## src/hdl/crfe_pkg.sv

```systemverilog
// ----------------------------------------------------------------------------
// crfe_pkg
// Shared types, codes and defaults for the clipped rectangle fill engine.
// ----------------------------------------------------------------------------
package crfe_pkg;

    localparam int DEF_MAX_WIDTH  = 256;
    localparam int DEF_MAX_HEIGHT = 256;
    localparam int DEF_MAX_LAYERS = 4;

    localparam int COORD_W = 9;
    localparam int LAYER_W = 8;
    localparam int BRUSH_W = 10;
    localparam int PIX_W   = 32;
    localparam int CFG_W   = 10;
    localparam int IDX_W   = 2;

    localparam logic [IDX_W-1:0] REG_CANVAS_WIDTH  = 2'd0;
    localparam logic [IDX_W-1:0] REG_CANVAS_HEIGHT = 2'd1;
    localparam logic [IDX_W-1:0] REG_LAYER_COUNT   = 2'd2;
    localparam logic [IDX_W-1:0] REG_MAX_BRUSH     = 2'd3;

    localparam logic [8:0] RST_CANVAS_WIDTH  = 9'd256;
    localparam logic [8:0] RST_CANVAS_HEIGHT = 9'd256;
    localparam logic [2:0] RST_LAYER_COUNT   = 3'd4;
    localparam logic [9:0] RST_MAX_BRUSH     = 10'd200;

    localparam logic [1:0] MODE_PAINT = 2'd0;
    localparam logic [1:0] MODE_CLEAR = 2'd1;
    localparam logic [1:0] MODE_READ  = 2'd2;
    localparam logic [1:0] MODE_NONE  = 2'd3;

    localparam logic [2:0] ST_OK        = 3'd0;
    localparam logic [2:0] ST_BAD_X     = 3'd1;
    localparam logic [2:0] ST_BAD_Y     = 3'd2;
    localparam logic [2:0] ST_BAD_SIZE  = 3'd3;
    localparam logic [2:0] ST_BAD_LAYER = 3'd4;

    typedef struct packed {
        logic [1:0]  mode;
        logic [15:0] pos_x;
        logic [15:0] pos_y;
        logic [7:0]  red_in;
        logic [7:0]  green_in;
        logic [7:0]  blue_in;
        logic [7:0]  alpha_in;
        logic [9:0]  brush_size;
        logic [7:0]  layer;
    } cmd_t;

    typedef struct packed {
        logic [2:0] status;
        logic [7:0] red_out;
        logic [7:0] green_out;
        logic [7:0] blue_out;
        logic [7:0] alpha_out;
    } rsp_t;

    // effective canvas settings, already clamped to the store's limits
    typedef struct packed {
        logic [COORD_W-1:0] width;
        logic [COORD_W-1:0] height;
        logic [LAYER_W-1:0] layers;
        logic [BRUSH_W-1:0] max_brush;
    } cfg_t;

endpackage

```

## src/hdl/crfe_ctrl.sv

```systemverilog
// ----------------------------------------------------------------------------
// crfe_ctrl
// Command sequencer: checks a request, walks the clipped square or layer one
// pixel a cycle, issues reads, and holds the response register.
// ----------------------------------------------------------------------------
module crfe_ctrl #(
    parameter int MAX_WIDTH  = crfe_pkg::DEF_MAX_WIDTH,
    parameter int MAX_HEIGHT = crfe_pkg::DEF_MAX_HEIGHT,
    parameter int MAX_LAYERS = crfe_pkg::DEF_MAX_LAYERS,
    parameter int ADDR_W     = 18
) (
    input  logic                       clk,
    input  logic                       rst_n,
    input  crfe_pkg::cfg_t             cfg,
    input  logic                       cmd_valid,
    output logic                       cmd_ready,
    input  crfe_pkg::cmd_t             cmd,
    output logic                       rsp_valid,
    input  logic                       rsp_ready,
    output crfe_pkg::rsp_t             rsp,
    output logic                       mem_we,
    output logic                       mem_re,
    output logic [ADDR_W-1:0]          mem_addr,
    output logic [crfe_pkg::PIX_W-1:0] mem_wdata,
    input  logic [crfe_pkg::PIX_W-1:0] mem_rdata
);

    localparam longint unsigned LAYER_WORDS = longint'(MAX_WIDTH) * longint'(MAX_HEIGHT);
    localparam longint unsigned DEPTH       = LAYER_WORDS * longint'(MAX_LAYERS);
    localparam logic [ADDR_W-1:0] LAST_ADDR = ADDR_W'(DEPTH - 1);
    localparam logic [ADDR_W-1:0] ROW_STEP  = ADDR_W'(MAX_WIDTH);
    localparam logic [ADDR_W-1:0] LAYER_STEP = ADDR_W'(LAYER_WORDS);

    localparam logic [2:0] S_INIT  = 3'd0;
    localparam logic [2:0] S_IDLE  = 3'd1;
    localparam logic [2:0] S_SETUP = 3'd2;
    localparam logic [2:0] S_ADDR  = 3'd3;
    localparam logic [2:0] S_FILL  = 3'd4;
    localparam logic [2:0] S_RDREQ = 3'd5;
    localparam logic [2:0] S_RWAIT = 3'd6;
    localparam logic [2:0] S_DONE  = 3'd7;

    localparam int CW = crfe_pkg::COORD_W;

    logic [2:0]        state_reg, state_next;
    logic              rsp_valid_reg, rsp_valid_next;
    logic [ADDR_W-1:0] addr_reg, addr_next;

    crfe_pkg::cmd_t             cmd_reg;
    crfe_pkg::rsp_t             rsp_reg;
    logic [2:0]                 status_reg;
    logic [crfe_pkg::PIX_W-1:0] pix_reg;
    logic [ADDR_W-1:0]          layer_base_reg;
    logic [ADDR_W-1:0]          row_off_reg;
    logic [ADDR_W-1:0]          row_addr_reg;
    logic [CW-1:0]              x_reg, x_start_reg, x_end_reg;
    logic [CW-1:0]              y_reg, y_end_reg;
    logic                       empty_reg;

    logic [2:0]    status_c;
    logic          x_ok, y_ok, size_ok, lay_ok;
    logic [CW+1:0] x_sum, y_sum;
    logic [CW-1:0] px_end, py_end;
    logic          go_fill, go_read;
    logic          rsp_slot_free;
    logic [crfe_pkg::PIX_W-1:0] colour;

    assign colour = {cmd_reg.alpha_in, cmd_reg.blue_in, cmd_reg.green_in, cmd_reg.red_in};

    always_comb
    begin
        x_ok    = cmd_reg.pos_x < 16'(cfg.width);
        y_ok    = cmd_reg.pos_y < 16'(cfg.height);
        size_ok = cmd_reg.brush_size <= cfg.max_brush;
        lay_ok  = cmd_reg.layer < cfg.layers;
        status_c = crfe_pkg::ST_OK;
        unique case (cmd_reg.mode)
            crfe_pkg::MODE_PAINT:
            begin
                if (!x_ok)         status_c = crfe_pkg::ST_BAD_X;
                else if (!y_ok)    status_c = crfe_pkg::ST_BAD_Y;
                else if (!size_ok) status_c = crfe_pkg::ST_BAD_SIZE;
                else if (!lay_ok)  status_c = crfe_pkg::ST_BAD_LAYER;
            end
            crfe_pkg::MODE_CLEAR:
            begin
                if (!lay_ok)       status_c = crfe_pkg::ST_BAD_LAYER;
            end
            crfe_pkg::MODE_READ:
            begin
                if (!x_ok)         status_c = crfe_pkg::ST_BAD_X;
                else if (!y_ok)    status_c = crfe_pkg::ST_BAD_Y;
                else if (!lay_ok)  status_c = crfe_pkg::ST_BAD_LAYER;
            end
            default:
            begin
                status_c = crfe_pkg::ST_OK;
            end
        endcase
        x_sum  = (CW+2)'(cmd_reg.pos_x[CW-1:0]) + (CW+2)'(cmd_reg.brush_size);
        y_sum  = (CW+2)'(cmd_reg.pos_y[CW-1:0]) + (CW+2)'(cmd_reg.brush_size);
        px_end = (x_sum > (CW+2)'(cfg.width))  ? cfg.width  : x_sum[CW-1:0];
        py_end = (y_sum > (CW+2)'(cfg.height)) ? cfg.height : y_sum[CW-1:0];
    end

    assign go_fill = (status_reg == crfe_pkg::ST_OK) && !empty_reg &&
                     ((cmd_reg.mode == crfe_pkg::MODE_PAINT) ||
                      (cmd_reg.mode == crfe_pkg::MODE_CLEAR));
    assign go_read = (status_reg == crfe_pkg::ST_OK) && (cmd_reg.mode == crfe_pkg::MODE_READ);
    assign rsp_slot_free = !rsp_valid_reg || rsp_ready;

    always_comb
    begin
        state_next     = state_reg;
        addr_next      = addr_reg;
        rsp_valid_next = rsp_valid_reg && !rsp_ready;
        unique case (state_reg)
            S_INIT:
            begin
                addr_next = addr_reg + 1'b1;
                if (addr_reg == LAST_ADDR)
                begin
                    state_next = S_IDLE;
                end
            end
            S_IDLE:
            begin
                if (cmd_valid)
                begin
                    state_next = S_SETUP;
                end
            end
            S_SETUP:
            begin
                state_next = S_ADDR;
            end
            S_ADDR:
            begin
                addr_next = layer_base_reg + row_off_reg + ADDR_W'(x_start_reg);
                if (go_fill)      state_next = S_FILL;
                else if (go_read) state_next = S_RDREQ;
                else              state_next = S_DONE;
            end
            S_FILL:
            begin
                if (x_reg + 1'b1 != x_end_reg)
                begin
                    addr_next = addr_reg + 1'b1;
                end
                else if (y_reg + 1'b1 != y_end_reg)
                begin
                    addr_next = row_addr_reg + ROW_STEP;
                end
                else
                begin
                    state_next = S_DONE;
                end
            end
            S_RDREQ:
            begin
                state_next = S_RWAIT;
            end
            S_RWAIT:
            begin
                state_next = S_DONE;
            end
            S_DONE:
            begin
                if (rsp_slot_free)
                begin
                    rsp_valid_next = 1'b1;
                    state_next     = S_IDLE;
                end
            end
            default:
            begin
                state_next = S_IDLE;
            end
        endcase
    end

    always_ff @(posedge clk or negedge rst_n)
    begin
        if (!rst_n)
        begin
            state_reg     <= S_INIT;
            addr_reg      <= '0;
            rsp_valid_reg <= 1'b0;
        end
        else
        begin
            state_reg     <= state_next;
            addr_reg      <= addr_next;
            rsp_valid_reg <= rsp_valid_next;
        end
    end

    always_ff @(posedge clk)
    begin
        if (state_reg == S_IDLE && cmd_valid)
        begin
            cmd_reg <= cmd;
        end
        if (state_reg == S_SETUP)
        begin
            status_reg     <= status_c;
            pix_reg        <= '0;
            layer_base_reg <= ADDR_W'(cmd_reg.layer) * LAYER_STEP;
            if (cmd_reg.mode == crfe_pkg::MODE_CLEAR)
            begin
                row_off_reg <= '0;
                x_start_reg <= '0;
                x_end_reg   <= cfg.width;
                y_reg       <= '0;
                y_end_reg   <= cfg.height;
                empty_reg   <= (cfg.width == '0) || (cfg.height == '0);
            end
            else
            begin
                row_off_reg <= ADDR_W'(cmd_reg.pos_y[CW-1:0]) * ROW_STEP;
                x_start_reg <= cmd_reg.pos_x[CW-1:0];
                x_end_reg   <= px_end;
                y_reg       <= cmd_reg.pos_y[CW-1:0];
                y_end_reg   <= py_end;
                empty_reg   <= (cmd_reg.brush_size == '0);
            end
        end
        if (state_reg == S_ADDR)
        begin
            row_addr_reg <= addr_next;
            x_reg        <= x_start_reg;
        end
        if (state_reg == S_FILL)
        begin
            if (x_reg + 1'b1 != x_end_reg)
            begin
                x_reg <= x_reg + 1'b1;
            end
            else
            begin
                x_reg        <= x_start_reg;
                y_reg        <= y_reg + 1'b1;
                row_addr_reg <= row_addr_reg + ROW_STEP;
            end
        end
        if (state_reg == S_RWAIT)
        begin
            pix_reg <= mem_rdata;
        end
        if (state_reg == S_DONE && rsp_slot_free)
        begin
            rsp_reg.status    <= status_reg;
            rsp_reg.red_out   <= pix_reg[7:0];
            rsp_reg.green_out <= pix_reg[15:8];
            rsp_reg.blue_out  <= pix_reg[23:16];
            rsp_reg.alpha_out <= pix_reg[31:24];
        end
    end

    assign cmd_ready = (state_reg == S_IDLE);
    assign rsp_valid = rsp_valid_reg;
    assign rsp       = rsp_reg;
    assign mem_we    = (state_reg == S_INIT) || (state_reg == S_FILL);
    assign mem_re    = (state_reg == S_RDREQ);
    assign mem_addr  = addr_reg;
    assign mem_wdata = (state_reg == S_INIT) ? '0 : colour;

    a_fill_ok: assert property (@(posedge clk) disable iff (!rst_n)
        (state_reg == S_FILL) |-> (status_reg == crfe_pkg::ST_OK))
        else $error("pixel write for a rejected request");

    a_fill_bounds: assert property (@(posedge clk) disable iff (!rst_n)
        (state_reg == S_FILL) |-> ((x_reg < x_end_reg) && (y_reg < y_end_reg)))
        else $error("fill walked outside the clipped area");

    a_read_mode: assert property (@(posedge clk) disable iff (!rst_n)
        mem_re |-> ((cmd_reg.mode == crfe_pkg::MODE_READ) && (status_reg == crfe_pkg::ST_OK)))
        else $error("memory read outside a valid read request");

    a_rsp_src: assert property (@(posedge clk) disable iff (!rst_n)
        $rose(rsp_valid_reg) |-> $past(state_reg == S_DONE))
        else $error("response raised outside completion");

endmodule

```

## config.mk

```make
export PLATFORM = sky130hd
export DESIGN_NAME = crfe_ctrl
export DESIGN_NICKNAME = d
export VERILOG_FILES = /design/src/hdl/crfe_pkg.sv /design/src/hdl/crfe_ctrl.sv
export SDC_FILE = /design/constraint.sdc
export NUM_CORES = 1
export LEC_CHECK = 0
export ABC_AREA = 1
export BUFFER_PORTS_ARGS = -buffer_cell sky130_fd_sc_hd__buf_2
export CAP_MARGIN = 20
export CORE_AREA = 3 3 153 155
export DETAILED_ROUTE_END_ITERATION = 12
export DIE_AREA = 0 0 156 158
export GPL_ROUTABILITY_DRIVEN = 1
export PLACE_DENSITY = 0.87
export SYNTH_ARGS = -nofsm -noshare
export SYNTH_HDL_FRONTEND = slang
export SYNTH_SLANG_ARGS = --single-unit
```

## constraint.sdc

```tcl
create_clock -name clk -period 8.4 [get_ports clk]
set_input_delay 1.26 -clock clk [delete_from_list [all_inputs] [get_ports clk]]
set_output_delay 1.26 -clock clk [all_outputs]
set_load 0.005 [all_outputs]
```

## After elaboration in Yosys (flattened, before gate mapping)

Cells that the tools add are included.

| operators by class | value |
|---|---|
| reduce and logical (&&, ||, !) cells | 22 |
| $add $sub $neg | 8 |
| $lt $le $gt $ge | 6 |
| equality and inequality tests | 17 |
| muxes and demuxes | 38 |

Operator list:

| kind | count |
|---|---|
| 9-bit two-way mux | 11 |
| 32-bit two-way mux | 3 |
| 18-bit two-way mux | 5 |
| 18-bit case mux with 3 select lines | 1 |
| 3-bit two-way mux | 11 |
| 16-bit by 9-bit < comparator with 1-bit output | 2 |
| 3-bit case mux with 8 select lines | 1 |
| 9-bit by 10-bit adder with 11-bit output | 2 |
| 11-bit by 9-bit > comparator with 1-bit output | 2 |
| 18-bit by 1-bit adder with 18-bit output, second input constant | 1 |
| 18-bit adder | 1 |
| 18-bit by 9-bit adder with 18-bit output | 1 |
| 18-bit by 9-bit adder with 18-bit output, second input constant | 1 |
| 9-bit by 1-bit adder with 9-bit output, second input constant | 2 |
| 18-bit == test, second input constant | 1 |
| 9-bit zero test | 2 |
| 9-bit != test | 2 |
| 3-bit == test, second input constant | 4 |
| 10-bit <= comparator | 1 |
| 10-bit zero test | 1 |
| 2-bit != test, second input constant | 5 |
| 3-bit case mux with 3 select lines | 1 |
| 8-bit < comparator | 1 |
| 3-bit by 2-bit == test with 1-bit output, second input constant | 2 |
| 12 further kinds | 27 |

| word-level totals | value |
|---|---|
| logic and storage cells | 120 |
| bits of input ports | 156 |
| output and inout port bits | 89 |
| register bits | 260 |

## Depth between registers and ports, before layout

| depth | value |
|---|---|
| depth after elaboration | 8 |
| depth in mapped cells | 22 |
| mapped depth without buffers | 21 |

## Worst setup path after synthesis

No wires, ideal clock.

| timing path | value |
|---|---|
| path kind | input port to flip-flop |
| start | input cmd_valid |
| end | register cmd_reg[0] (netlist name) (enable) |
| data required time | 7,873 ps |
| setup time | 527 ps |
| cell stages on the path | 2 |
| setup slack | 3,101 ps |
| path buffers | 0 |
| arrival | 4,772 ps |
| cell sequence | inv_1 nor2_1 |

| on the way | value |
|---|---|
| word-level cells in the longest chain between the ends | 1 |

RTL lines:

| item | RTL line | source |
|---|---|---|
| start, declared | crfe_ctrl.sv:15 | `input logic cmd_valid,` |
| 1-bit logical AND | crfe_ctrl.sv:200 | `if (state_reg == S_IDLE && cmd_valid)` |
| end signal, assigned | crfe_ctrl.sv:202 | `cmd_reg <= cmd;` |
| end, declared | crfe_ctrl.sv:49 | `crfe_pkg::cmd_t cmd_reg;` |

Every way passes these cells.
A chain may end at the register's enable or synchronous reset.

## Worst setup path in the final report

| timing path | value |
|---|---|
| start | register cmd_reg[8] (netlist name) |
| end | register y_end_reg[5] (data pin) |

| on the way | value |
|---|---|
| word-level cells in the longest chain between the ends | 4 |

RTL lines:

| item | RTL line | source |
|---|---|---|
| 9-bit by 10-bit adder with 11-bit output * | crfe_ctrl.sv:101 | `y_sum = (CW+2)'(cmd_reg.pos_y[CW-1:0]) + (CW+2)'(cmd_reg.brush_size);` |
| 11-bit by 9-bit > comparator with 1-bit output | crfe_ctrl.sv:103 | `py_end = (y_sum > (CW+2)'(cfg.height)) ? cfg.height : y_sum[CW-1:0];` |
| 9-bit two-way mux * | crfe_ctrl.sv:103 |  |
| 9-bit two-way mux * | crfe_ctrl.sv:209 | `if (cmd_reg.mode == crfe_pkg::MODE_CLEAR)` |
| end signal, assigned | crfe_ctrl.sv:215 | `y_end_reg <= cfg.height;` |
| end signal, assigned | crfe_ctrl.sv:224 | `y_end_reg <= py_end;` |
| end, declared | crfe_ctrl.sv:57 | `logic [CW-1:0] y_reg, y_end_reg;` |

Mark *: on every way between the ends. The rest lies on a longest branch, timed or not.

==> summary.md <==
| Metric | Value |
|---|---|
| Max_slew headroom | 0.313 |
| # setup viols final | 0 |
| Via count | 10,600 |
| CORE AREA | 0.0220 sq mm |
| Share of power burned in combinational logic | 0.350 |
| DIE HEIGHT | 158 microns |
| Max-slew violation count | 0 |
| DRC | 0 |
| Worst-case reg-to-reg path depth | 20 |
| CTS resizes | 0 |
| Leading area contributor after synthesis | edfxtp_1 |
| CTS root buf | clkbuf_16 |
| Unrepaired setup endpoints after global routing | false |
| Initial antenna violation count | 1 |
| Crit-path max cell delay | around 440 ps |
| Cts hold-fix bufs | 0 |
| Tcrit/Tclk final | 0.425 |
| Maximum VDD drop | 0.000167 V |
| Most used cell, CP | nand2_1 |
| Levels on crit path | 20 |
| Worst EP required | 8660 ps |
| Setup Skew | 10.5 ps |
| Most common cell after layout, fill and taps aside | nand2_1 |
| Clock share of power | 0.225 |
| Worst Path Buf+Inv | 1 |
| Max_cap viols | 0 |
| Crit-path cells | ha_1 -> fa_1 -> nand2_1 -> nand2_1 -> a21oi_1 -> o21ai_1 -> xor2_1 -> inv_1 -> ha_1 -> nand2_1 -> o21bai_1 -> nand2_1 -> a21oi_1 -> nor2_1 -> nor2_1 -> nand2_1 -> a21oi_1 -> nand3_2 -> nand2_1 -> o21ai_0 |
| Seq cells post-synth | 251 |
| CP max-delay cell | edfxtp_1 |
| Vias in the first global route | 10,300 |
| CP Capture Type | flip-flop |
| Net Sw Frac | 0.372 |
| Int Pwr | 3070 uW |
| Average routed wire per standard cell | 15.7 microns |
| Die area | approximately 0.025 sq mm |
| Setup repair bufs after CTS | 0 |
| Antenna-violating nets left | 0 |
| Clock-pin slew on the worst setup and hold paths | 60 ps |
| Syn Nets | approximately 1,600 |
| Delay-heaviest family, CP | adder cells |
| Power Dens Cells | 314 mW/mm^2 |
| Initial DRT Pass Iterations | 8 |
| Most frequent cells in the layout | nand2_1 (277), inv_1 (248), buf_2 (244), edfxtp_1 (210), nor2_1 (146) |
| GR Overflow Total | 0 |
| Synth cell types | 50 |
| Synth Cell Area | 0.0132 sq mm |
| Crit-path max FO | 18 |
| Num rows | 54 |
| Via/cell ratio | 5.41 |
| Sequential area share after synthesis | 0.548 |
| Largest net degree at the start of global routing | 77 |
| Number of flops mapped to enable cells by yosys | 210 |
| Io pins | approximately 250 |
| Hold slack final | approximately 420 ps |
| Share of cells above drive strength 1 | 0.194 |
| Setup TNS Final | 0 ps |
| Post-DP HPWL | 22,800 microns |
| Global-route wire length before repair | 49,100 microns |
| Largest register FFs | 84 |
| Hold Crit Class | reg2reg |
| Min Tclk post-route | 3570 ps |
| Final nets | 1,891 |
| H-Tree Depth | 1 |
| Psw | ~1800 uW |
| Post-synth ARST share | 0.0876 |
| WS Path Type | reg2reg |
| Number of CTS-inserted buffers | 26 |
| DR iter-0 viols | approximately 870 |
| Width of the die | approximately 160 microns |
| Yosys top cell area share | 0.478 |
| Initial Utilization | 0.601 |
| Number of hold violations in the final report | 0 |
| CTS tree | yes |
| Slew @ Worst Pin | 1030 ps |
| Status | finished, final reports clean |
| Leak | 0.00739 uW |
| Register share of total power | 0.425 |
| Syn-to-layout area delta | 17.8% |
| Top post-synthesis cells by area | edfxtp_1 (48%), nand2_1 (7.9%), ha_1 (7.2%), inv_1 (7.1%), nor2_1 (4.3%) |
| IO Port Bufs | 244 |
| Crit path DAT | 3830 ps |
| Hold-critical path depth | 0 |
| TritonCTS Sinks | 251 |
| Total track usage | 0.245 |
| Syn Area/Cell | 9.39 sq um |
| Ys flop type | edfxtp_1 |
| Mapped Cells | approximately 1,400 |
| Routability cong. | 0.941 |
| CTS Buffer Depth | 3 |
| CP Launch Type | flip-flop |
| Final wirelength | approximately 31,000 microns |
| Fmax | 280 MHz |
| Yosys warns | 0 |
| Clk Latency, worst-skew pair | 530 ps |
power by group through the flow:
stage          combinational, uW  sequential [uW]  clock (uW)
2_1_floorplan               1200             2020           0
3_3_place_gp                1600             2070           0
3_5_place_dp                1680             2090           0
4_1_cts                     1690             2070        1120
5_1_grt                     1950             2120        1170
6_report                    1710             2080        1100
cells by family after synthesis:
kind of cell | count (synthesis) | synth area share
adder cells (fa/ha/maj) | 78 | 0.0751
AO/OA/AOI/OAI | 185 | 0.0816
XOR/XNOR | 35 | 0.0232
AND/OR/NAND/NOR | 576 | 0.189
flip-flops | 251 | 0.548
buffers and inverters | 280 | 0.0823
worst paths after layout:
kind / from / endpoint / slack, ps
setup / recovery: cmd_reg[8] / y_end_reg[5] / 4830
hold / removal: pix_reg[22] / rsp[14] / 420
setup reg to reg: cmd_reg[8] / y_end_reg[5] / 4830
hold reg to reg: pix_reg[22] / rsp[14] / 420
max in group asynchronous: rst_n / state_reg[0] / 7300
min in group asynchronous: rst_n / mem_addr[2] / 720
cell usage after synthesis (all sizes together), types with 3 or more instances:
cell and n:
inv 252, nand4 37, clkbuf 15, dfxtp 19
o21bai 7, nand2 285, nor4 7, nor3 13
nand3 62, a31oi 5, o21ai 86, or2 3
o211ai 24, edfxtp 210, nand3b 8, ha 76
xnor2 4, xor2 31, nor2 158, dfrtp 22
a21oi 42, buf 12, o21a 11
metrics by stage:
step / total power (uW) / cells / utilization / setup slack [ps] / area, sq um
2_1_floorplan: 3230 / 1405 / - / 3100 / 13200
3_3_place_gp: 3680 / 1908 / 0.669 / 4930 / 14700
3_5_place_dp: 3770 / 1908 / 0.669 / 4880 / 14700
4_1_cts: 4880 / 1956 / 0.707 / 4850 / 15500
5_1_grt: 5240 / 1958 / 0.708 / 4420 / 15600
6_report: 4890 / 1958 / 0.708 / 4830 / 15600
per-layer routing:
metal  track usage  vias to the layer above  routed length [microns]
met2         0.422                      438                    15200
met5             0                        -                        0
li1              -                     5196                        -
met4        0.0913                        0                      995
met1         0.317                     4880                    12600
met3        0.0353                       73                     2010
cell type report:
cell class,instances,area [sq um]
clock buffers,30,666
repair buffers,251,1290
diodes,1,2.50
fillers,1582,6410
well taps,280,350
flip-flops and latches,251,7240
clock inverters,18,156
multi-input cells,874,4900
inverters,253,950
Note: power is estimated with default switching activity, not from simulation.
